**src/sv/dgft_pkg.sv**
```systemverilog
`timescale 1ns / 1ps

package dgft_pkg;

    // Fixed-point constants
    localparam logic [15:0] ENV_DECAY   = 16'd58982;   // 0.9
    localparam logic [15:0] BIN_DECAY   = 16'd65405;   // 0.998
    localparam logic [15:0] DENSE_FRAC  = 16'd26214;   // 0.4
    localparam logic [11:0] SMOOTH_GAIN = 12'd3277;    // 0.05
    localparam logic [15:0] BPM_MIN     = 16'd128;     // 1.0 bpm
    localparam logic [15:0] CONF_MIN    = 16'd16384;   // 0.25
    localparam logic [7:0]  RATE_DEF    = 8'd30;
    localparam logic [31:0] PER_SCALE   = 32'd7864320; // 240 * 2^15
    localparam logic [24:0] PHASE_STEP  = 25'd256;     // one frame in Q16.8

    localparam logic [5:0]  DIV_INT_STEPS  = 6'd32;
    localparam logic [5:0]  DIV_FRAC_STEPS = 6'd16;

    typedef enum logic [2:0] {
        DIV_NONE,
        DIV_PERIOD,
        DIV_MOD,
        DIV_BIN,
        DIV_SYNC,
        DIV_BACK
    } t_div_sel;

    typedef enum logic [4:0] {
        S_IDLE,
        S_PER_GO,
        S_PER_WAIT,
        S_MOD_CHK,
        S_MOD_WAIT,
        S_BIN_GO,
        S_BIN_WAIT,
        S_SCAN_A,
        S_DRAIN_A,
        S_SCAN_B,
        S_DRAIN_B,
        S_SYNC_GO,
        S_SYNC_WAIT,
        S_BACK_GO,
        S_BACK_WAIT,
        S_SMOOTH,
        S_OUT
    } t_state;

    typedef struct packed {
        logic     capture;
        logic     div_go;
        logic     div_take;
        t_div_sel div_sel;
        logic     rd_a;
        logic     rd_b;
        logic     prep;
        logic     smooth;
        logic     out_load;
    } t_cmd;

    typedef struct packed {
        logic trust;
        logic need_mod;
        logic div_done;
        logic pipe_idle;
        logic out_free;
    } t_status;

endpackage

```
**src/sv/dgft_ctrl.sv**
```systemverilog
`timescale 1ns / 1ps

module dgft_ctrl
    import dgft_pkg::*;
#(
    parameter int NUM_BINS = 16
) (
    input  logic                        i_clk,
    input  logic                        i_rst_n,
    input  logic                        i_valid,
    input  t_status                     i_status,
    output logic                        o_stall,
    output t_cmd                        o_cmd,
    output logic [$clog2(NUM_BINS)-1:0] o_idx
);

    localparam int BW = $clog2(NUM_BINS);
    localparam logic [BW-1:0] LAST = BW'(NUM_BINS - 1);

    t_state        r_state, n_state;
    logic [BW-1:0] r_idx, n_idx;

    always_ff @(posedge i_clk) begin
        if (!i_rst_n) begin
            r_state <= S_IDLE;
            r_idx   <= '0;
        end else begin
            r_state <= n_state;
            r_idx   <= n_idx;
        end
    end

    // next state
    always_comb begin
        n_state = r_state;
        n_idx   = r_idx;
        case (r_state)
            S_IDLE:      if (i_valid) n_state = S_PER_GO;
            S_PER_GO:    n_state = i_status.trust ? S_PER_WAIT : S_SCAN_A;
            S_PER_WAIT:  if (i_status.div_done) n_state = S_MOD_CHK;
            S_MOD_CHK:   n_state = i_status.need_mod ? S_MOD_WAIT : S_BIN_GO;
            S_MOD_WAIT:  if (i_status.div_done) n_state = S_BIN_GO;
            S_BIN_GO:    n_state = S_BIN_WAIT;
            S_BIN_WAIT:  if (i_status.div_done) n_state = S_SCAN_A;
            S_SCAN_A: begin
                n_idx = r_idx + BW'(1);
                if (r_idx == LAST) begin
                    n_idx   = '0;
                    n_state = S_DRAIN_A;
                end
            end
            S_DRAIN_A:   if (i_status.pipe_idle) n_state = S_SCAN_B;
            S_SCAN_B: begin
                n_idx = r_idx + BW'(1);
                if (r_idx == LAST) begin
                    n_idx   = '0;
                    n_state = S_DRAIN_B;
                end
            end
            S_DRAIN_B:   if (i_status.pipe_idle) n_state = S_SYNC_GO;
            S_SYNC_GO:   n_state = S_SYNC_WAIT;
            S_SYNC_WAIT: if (i_status.div_done) n_state = S_BACK_GO;
            S_BACK_GO:   n_state = S_BACK_WAIT;
            S_BACK_WAIT: if (i_status.div_done) n_state = S_SMOOTH;
            S_SMOOTH:    n_state = S_OUT;
            S_OUT:       if (i_status.out_free) n_state = S_IDLE;
            default:     n_state = S_IDLE;
        endcase
    end

    // commands
    always_comb begin
        o_cmd         = '0;
        o_cmd.div_sel = DIV_NONE;
        case (r_state)
            S_IDLE:      o_cmd.capture = i_valid;
            S_PER_GO: begin
                o_cmd.div_sel = DIV_PERIOD;
                o_cmd.div_go  = i_status.trust;
            end
            S_PER_WAIT: begin
                o_cmd.div_sel  = DIV_PERIOD;
                o_cmd.div_take = i_status.div_done;
            end
            S_MOD_CHK: begin
                o_cmd.div_sel = DIV_MOD;
                o_cmd.div_go  = i_status.need_mod;
            end
            S_MOD_WAIT: begin
                o_cmd.div_sel  = DIV_MOD;
                o_cmd.div_take = i_status.div_done;
            end
            S_BIN_GO: begin
                o_cmd.div_sel = DIV_BIN;
                o_cmd.div_go  = 1'b1;
            end
            S_BIN_WAIT: begin
                o_cmd.div_sel  = DIV_BIN;
                o_cmd.div_take = i_status.div_done;
            end
            S_SCAN_A:    o_cmd.rd_a = 1'b1;
            S_DRAIN_A:   o_cmd.prep = i_status.pipe_idle;
            S_SCAN_B:    o_cmd.rd_b = 1'b1;
            S_SYNC_GO: begin
                o_cmd.div_sel = DIV_SYNC;
                o_cmd.div_go  = 1'b1;
            end
            S_SYNC_WAIT: begin
                o_cmd.div_sel  = DIV_SYNC;
                o_cmd.div_take = i_status.div_done;
            end
            S_BACK_GO: begin
                o_cmd.div_sel = DIV_BACK;
                o_cmd.div_go  = 1'b1;
            end
            S_BACK_WAIT: begin
                o_cmd.div_sel  = DIV_BACK;
                o_cmd.div_take = i_status.div_done;
            end
            S_SMOOTH:    o_cmd.smooth   = 1'b1;
            S_OUT:       o_cmd.out_load = i_status.out_free;
            default:     o_cmd.capture  = 1'b0;
        endcase
    end

    assign o_stall = (r_state != S_IDLE);
    assign o_idx   = r_idx;

endmodule

```
**config.mk**
```make
export PLATFORM = sky130hd
export DESIGN_NAME = dgft_ctrl
export DESIGN_NICKNAME = d
export VERILOG_FILES = /design/src/sv/dgft_pkg.sv /design/src/sv/dgft_ctrl.sv
export SDC_FILE = /design/constraint.sdc
export NUM_CORES = 1
export LEC_CHECK = 0
export BUFFER_PORTS_ARGS = -buffer_cell sky130_fd_sc_hd__buf_2
export CORE_MARGIN = 4
export CORE_UTILIZATION = 43
export CTS_BUF_LIST = sky130_fd_sc_hd__clkbuf_8 sky130_fd_sc_hd__clkbuf_16
export DETAILED_ROUTE_END_ITERATION = 10
export PLACE_DENSITY = 0.78
export REMOVE_ABC_BUFFERS = 1
export SYNTH_ARGS = -nofsm -noshare
export SYNTH_HDL_FRONTEND = slang
export SYNTH_SLANG_ARGS = --single-unit
```
**constraint.sdc**
```tcl
create_clock -name i_clk -period 1.55 [get_ports i_clk]
set_input_delay 0.2325 -clock i_clk [delete_from_list [all_inputs] [get_ports i_clk]]
set_output_delay 0.2325 -clock i_clk [all_outputs]
set_load 0.01 [all_outputs]
```
==> results of run 1 <==
==> what timing repair did <==
item                                    CTS  global route
buffers inserted                         12             2
gates cloned                              0             0
pin swaps                                11            12
endpoints found under the setup margin   12            19
gates resized for setup                  26            22
==> cells by family (layout without fill, tap and decap cells) <==
| family | Yosys count | after routing | share of synthesized area [%] |
|---|---|---|---|
| xor+xnor | 3 | 3 | 3.87 |
| mux | 3 | 3 | 4.60 |
| fa+ha+maj | 1 | 1 | 1.84 |
| buf+inv | 8 | 62 | 6.45 |
| simple gates | 45 | 45 | 38.1 |
| compound gates | 17 | 17 | 18.6 |
| flops | 9 | 9 | 26.5 |
==> sequential cells by signal (all words and copies together) (netlist names) <==
name / count
o_idx: 4
r_state: 5
==> synthesized netlist by cell type (2+ instances only) <==
cell	count
o21ai_0	2
or4_1	2
nor3_1	6
inv_1	2
nand3b_1	2
mux2i_1	2
a21oi_1	4
dfxtp_1	9
xor2_1	2
buf_2	2
and4b_1	2
a31oi_1	2
nor2_1	8
nor2b_1	4
nand3_1	5
nand2_1	6
clkbuf_1	2
==> metal layers <==
layer / part of all wire, % / routed length (um) / vias to the layer above / track usage, %
met5: 0 / 0 / - / 0
met4: 1.9 / 49 / 0 / 6.45
met3: 5.5 / 142 / 7 / 3.38
met2: 53 / 1370 / 47 / 39.6
met1: 40 / 1020 / 433 / 23.3
li1: - / - / 425 / -
==> where the power goes <==
group / total [mW] / internal, mW / leakage [nW] / switching [mW]
Combinational: 0.885 / 0.463 / 0.497 / 0.421
Sequential: 0.353 / 0.277 / 0.0764 / 0.0759
Clock: 0.273 / 0.176 / 0.0255 / 0.0978
Total: 1.51 / 0.916 / 0.599 / 0.595
==> per-stage QoR <==
stage	cell area [um2]	cells	util, %	setup TNS (ns)	setup slack, ns
floorplan	643	80	-	-0.500	-0.188
global placement	928	139	61.6	-0.370	-0.100
detailed placement	928	139	61.6	-0.798	-0.214
CTS	1150	154	76.1	-0.129	-0.0869
global route	1270	156	84.6	-1.54	-0.180
finish	1270	156	84.6	-0.659	-0.134
==> worst reg2reg max path, cell delays in order, from the launching register on <==
cell	delay [ns]
dfxtp_4	0.37
buf_6	0.13
nand2b_4	0.06
or4_4	0.13
o2111ai_4	0.12
or4_4	0.50
a211oi_2	0.25
==> how the worst min path moves through the flow <==
stage,startpoint,end,slack (ns),depth (start not counted)
after floorplan,i_rst_n,r_state[1]$_SDFFE_PN0P_,0.39,2
after global placement,o_idx[3]$_SDFFE_PN0P_,o_idx[3]$_SDFFE_PN0P_,0.49,2
after detailed placement,o_idx[3]$_SDFFE_PN0P_,o_idx[3]$_SDFFE_PN0P_,0.50,2
after CTS,i_rst_n,r_state[1]$_SDFFE_PN0P_,0.30,3
after global routing,i_rst_n,r_state[1]$_SDFFE_PN0P_,0.33,3
final,i_rst_n,r_state[1]$_SDFFE_PN0P_,0.32,3
==> area by class of cell <==
cell class	count	area, um2
sequential	9	196
multi-input combinational	69	587
clock inverter	1	5.00
fill	83	233
inverter	2	7.51
clock buffer	3	41.3
tap	16	20.0
timing repair buffer	56	417
==> results.json, run 1 <==
{
  "num_rows": 14,
  "viasPerCell": 5.85,
  "cts_num_sinks": 9,
  "layout.nets": 150,
  "tritoncts.num_buffers": 3,
  "seq_area_frac_synth_pct": 26.5,
  "cp_cell_sequence": "buf_6 > buf_8 > nand2_4 > xor2_2 > nor3_1 > buf_2",
  "fin_ws_ns": -0.134,
  "slew_headroom_pct": 78.1,
  "cts_tree": "yes",
  "period_minus_slack_ns": 1.68,
  "grt_overflow_total": 0,
  "crit_slowest_cell": "dfxtp_4",
  "n_antenna_cell": 0,
  "fmax_mhz": 594,
  "outcome": "complete, but fails checks",
  "ys_seq_elements": 9,
  "crit_buf_inv": 3,
  "syn_to_final_growth_pct": 87.5,
  "leakage_nw": 0.599,
  "drc": 0,
  "mostFrequentLayoutCell": "buf_4",
  "die_area_um2": 2280,
  "vias": 912,
  "rrSetupSlack_ns": -0.11,
  "routedWlPerCell_um": 16.6,
  "io_buffers": 23,
  "wl_um": 2590,
  "die_w_um": 47.8,
  "drv_cap": 0,
  "avgSynthCellArea_um2": 7.90,
  "hold_violations": 0,
  "peakVddDrop_v": 0.000947,
  "synthArstFlopShare_pct": 0,
  "cts_htree_levels": 1,
  "drive_gt1_share_pct": 63.6,
  "violations": "setup timing",
  "grtUsageTotal_pct": 20.9,
  "worstPathRequired_ns": 1.32,
  "dpl.hpwl_um": 1460,
  "clockBufferDepth": 2,
  "synth.top_cell.area_share_pct": 26.5,
  "core_um2": 1510,
  "setup_viol": 11,
  "r2r_end": "r_state[3]$_SDFFE_PN0P_",
  "grt_pass1_vias": 799,
  "min_path_type": "in2reg",
  "finClkSkew_ns": 0.00364,
  "cp-startpoint": "r_state[1]$_SDFFE_PN0P_",
  "synth_cells": 86,
  "worstSetupStartpointType": "flip-flop",
  "grt_pass1_wl_um": 3390,
  "dr.pass1.iters": 5,
  "start_util_pct": 45.1,
  "period_share_pct": 109,
  "syn_area_um2": 679,
  "synth_ff_type": "dfxtp_1",
  "worstMarginPinSlew_ns": 0.326,
  "mostFrequentLayoutCells": "buf_4, buf_2, buf_6, nor2_1, nor3_1",
  "yosys_warnings": 0,
  "worstSkewPairLatency_ns": 0.23,
  "slew_violations": 0,
  "crit_end": "o_cmd[6]",
  "p_per_area_nw_per_um2": 1190,
  "drt_iter0_drc": 17,
  "crit_path_end_kind": "output port",
  "worst_path_dominant_cell_family": "buffers and inverters",
  "cts_hold_buf": 0,
  "grt_max_degree": 10,
  "synth_cell_type_count": 41,
  "ios": 24,
  "power_mw": 1.51,
  "synth_area_leaders": "dfxtp_1, nor3_1, nor2_1",
  "crit_cells": 6,
  "rsz0062_at_grt": "true",
  "critPathMaxStageDelay_ns": 0.39,
  "ant_nets": 0,
  "holdWs_ns": 0.319,
  "clock-root-buffer": "clkbuf_8",
  "crit-reg2reg-launch": "r_state[3]$_SDFFE_PN0P_",
  "synth_edf_count": 0,
  "cp_max_fo": 7,
  "globalplace.congestion": 0.786,
  "antenna_found_initial": 0,
  "critical_path_class": "reg2out",
  "die_h_um": 47.8,
  "critPathArrivalTime_ns": 1.45,
  "r2r_cells": 6,
  "synth.largest_area_cell": "dfxtp_1",
  "clkTransAtPathRegs_ns": 0.05
}
(Power assumes the default switching activity.)
==> run 2: changes to the inputs <==
--- a/config.mk
+++ b/config.mk
@@ -10,6 +10,7 @@
 export CORE_UTILIZATION = 43
 export CTS_BUF_LIST = sky130_fd_sc_hd__clkbuf_8 sky130_fd_sc_hd__clkbuf_16
 export DETAILED_ROUTE_END_ITERATION = 10
+export GPL_TIMING_DRIVEN = 0
 export PLACE_DENSITY = 0.78
 export REMOVE_ABC_BUFFERS = 1
 export SYNTH_ARGS = -nofsm -noshare
==> results.json, run 2 (synthesis results as in run 1) <==
{
  "dr.pass1.iters": 4,
  "period_share_pct": 103,
  "slew_headroom_pct": 80.0,
  "wl_um": 2150,
  "grt_pass1_vias": 765,
  "hold_path.startpoint": "i_rst_n",
  "rrSetupSlack_ns": -0.05,
  "min_path_type": "in2reg",
  "clkTransAtPathRegs_ns": 0.04,
  "grt_overflow_total": 0,
  "seq_power_share_pct": 28.2,
  "n_antenna_cell": 0,
  "r2r_cells": 5,
  "outcome": "complete, but fails checks",
  "grt_max_degree": 11,
  "die_w_um": 47.8,
  "drv_cap": 0,
  "crit-reg2reg-launch": "r_state[3]$_SDFFE_PN0P_",
  "cts_tree": "yes",
  "tritoncts.num_buffers": 3,
  "crit_path_end_kind": "flip-flop",
  "switching_power_mw": 0.466,
  "critical_path_class": "reg2reg",
  "start_util_pct": 45.1,
  "worstMarginPinSlew_ns": 0.300,
  "comb_power_share_pct": 51.1,
  "met2_length_um": 1110,
  "peakVddDrop_v": 0.000699,
  "viasPerCell": 5.72,
  "leakage_nw": 0.497,
  "clockBufferDepth": 2,
  "violations": "setup timing",
  "grtUsageTotal_pct": 20.5,
  "ant_nets": 0,
  "p_per_area_nw_per_um2": 1210,
  "hold_depth": 3,
  "stdcell_count": 141,
  "routedWlPerCell_um": 15.2,
  "core_um2": 1510,
  "internal_power_mw": 0.784,
  "antenna_found_initial": 0,
  "mostFrequentLayoutCells": "buf_2, buf_4, nor2_1, nor3_1",
  "cts_num_sinks": 9,
  "dpl.hpwl_um": 1150,
  "hold_violations": 0,
  "finClkSkew_ns": 0.000777,
  "top_register": "r_state",
  "drc": 0,
  "met3WireLength_um": 155,
  "clock-root-buffer": "clkbuf_8",
  "worstSetupStartpointType": "flip-flop",
  "drive_gt1_share_pct": 54.4,
  "ios": 24,
  "slew_violations": 0,
  "hold-path-endpoint": "r_state[1]$_SDFFE_PN0P_",
  "largest_reg_flops": 5,
  "vias": 807,
  "topRoutingLayerUsed": "met4",
  "cts_htree_levels": 1,
  "p_sw_share_pct": 37.3,
  "worstPathRequired_ns": 1.71,
  "mostFrequentLayoutCell": "buf_2",
  "placedCellCount": 119,
  "die_area_um2": 2280,
  "syn_to_final_growth_pct": 51.6,
  "cp_max_fo": 8,
  "post-place-ws_ns": -0.440,
  "r2r_end": "o_idx[3]$_SDFFE_PN0P_",
  "rsz0062_at_grt": "true",
  "setup_viol": 4,
  "layout.nets": 135,
  "drt_iter0_drc": 16,
  "io_buffers": 23,
  "worstSkewPairLatency_ns": 0.23,
  "num_rows": 14,
  "critPathArrivalTime_ns": 1.77,
  "power_frac_clock_pct": 20.7,
  "grt_pass1_wl_um": 3320,
  "wl_met1_um": 879,
  "globalplace.congestion": 0.817,
  "die_h_um": 47.8,
  "fmax_mhz": 624,
  "fin_ws_ns": -0.0525,
  "period_minus_slack_ns": 1.60
}
## run 2: cell type report
class	instances	area, um2
clock buffer	3	41.3
timing repair buffer	41	248
tap	16	20.0
inverter	2	7.51
sequential	9	201
fill	132	477
multi-input combinational	69	508
clock inverter	1	3.75
## run 2: how the worst max path moves through the flow
stage,startpoint,end,slack (ns)
floorplan,r_state[1]$_SDFFE_PN0P_,r_state[3]$_SDFFE_PN0P_,-0.19
global placement,r_state[4]$_SDFFE_PN0P_,r_state[3]$_SDFFE_PN0P_,-0.38
detailed placement,r_state[4]$_SDFFE_PN0P_,r_state[3]$_SDFFE_PN0P_,-0.44
CTS,r_state[1]$_SDFFE_PN0P_,r_state[3]$_SDFFE_PN0P_,-0.02
global route,r_state[3]$_SDFFE_PN0P_,o_idx[3]$_SDFFE_PN0P_,-0.10
finish,r_state[3]$_SDFFE_PN0P_,o_idx[3]$_SDFFE_PN0P_,-0.05
## run 2: through the flow
stage / hold WS (ns) / setup TNS, ns / power, mW / utilization, % / cell area [um2]
2_1_floorplan: 0.387 / -0.500 / 0.626 / - / 643
3_3_place_gp: 0.489 / -1.79 / 0.749 / 51.7 / 778
3_5_place_dp: 0.511 / -2.05 / 0.763 / 51.7 / 778
4_1_cts: 0.291 / -0.0609 / 1.21 / 66.9 / 1010
5_1_grt: 0.358 / -0.513 / 1.32 / 68.4 / 1030
6_report: 0.317 / -0.154 / 1.25 / 68.4 / 1030
## run 2: metal layers
metal / vias up / GRT usage (%)
li1: 394 / -
met1: 376 / 23.4
met2: 35 / 36.9
met3: 2 / 4.51
met4: 0 / 7.53
met5: - / 0
## run 2: worst max-delay path, cell delays in order, from the launching register on
cell	delay (ns)
dfxtp_4	0.40
or3b_4	0.40
a21boi_4	0.23
nand2_2	0.07
or3_1	0.32
a21oi_2	0.11
## run 2: power by group through the flow
stage / Combinational [mW] / Clock [mW] / Sequential, mW
2_1_floorplan: 0.281 / 0 / 0.345
3_3_place_gp: 0.384 / 0 / 0.365
3_5_place_dp: 0.390 / 0 / 0.372
4_1_cts: 0.603 / 0.265 / 0.340
5_1_grt: 0.694 / 0.275 / 0.356
6_report: 0.638 / 0.259 / 0.353
## run 2: timing repair
item	CTS	global route
pin swaps	7	4
gates resized for setup	21	3
endpoints found under the setup margin	19	11
setup buffers	17	1
hold buffers	0	0
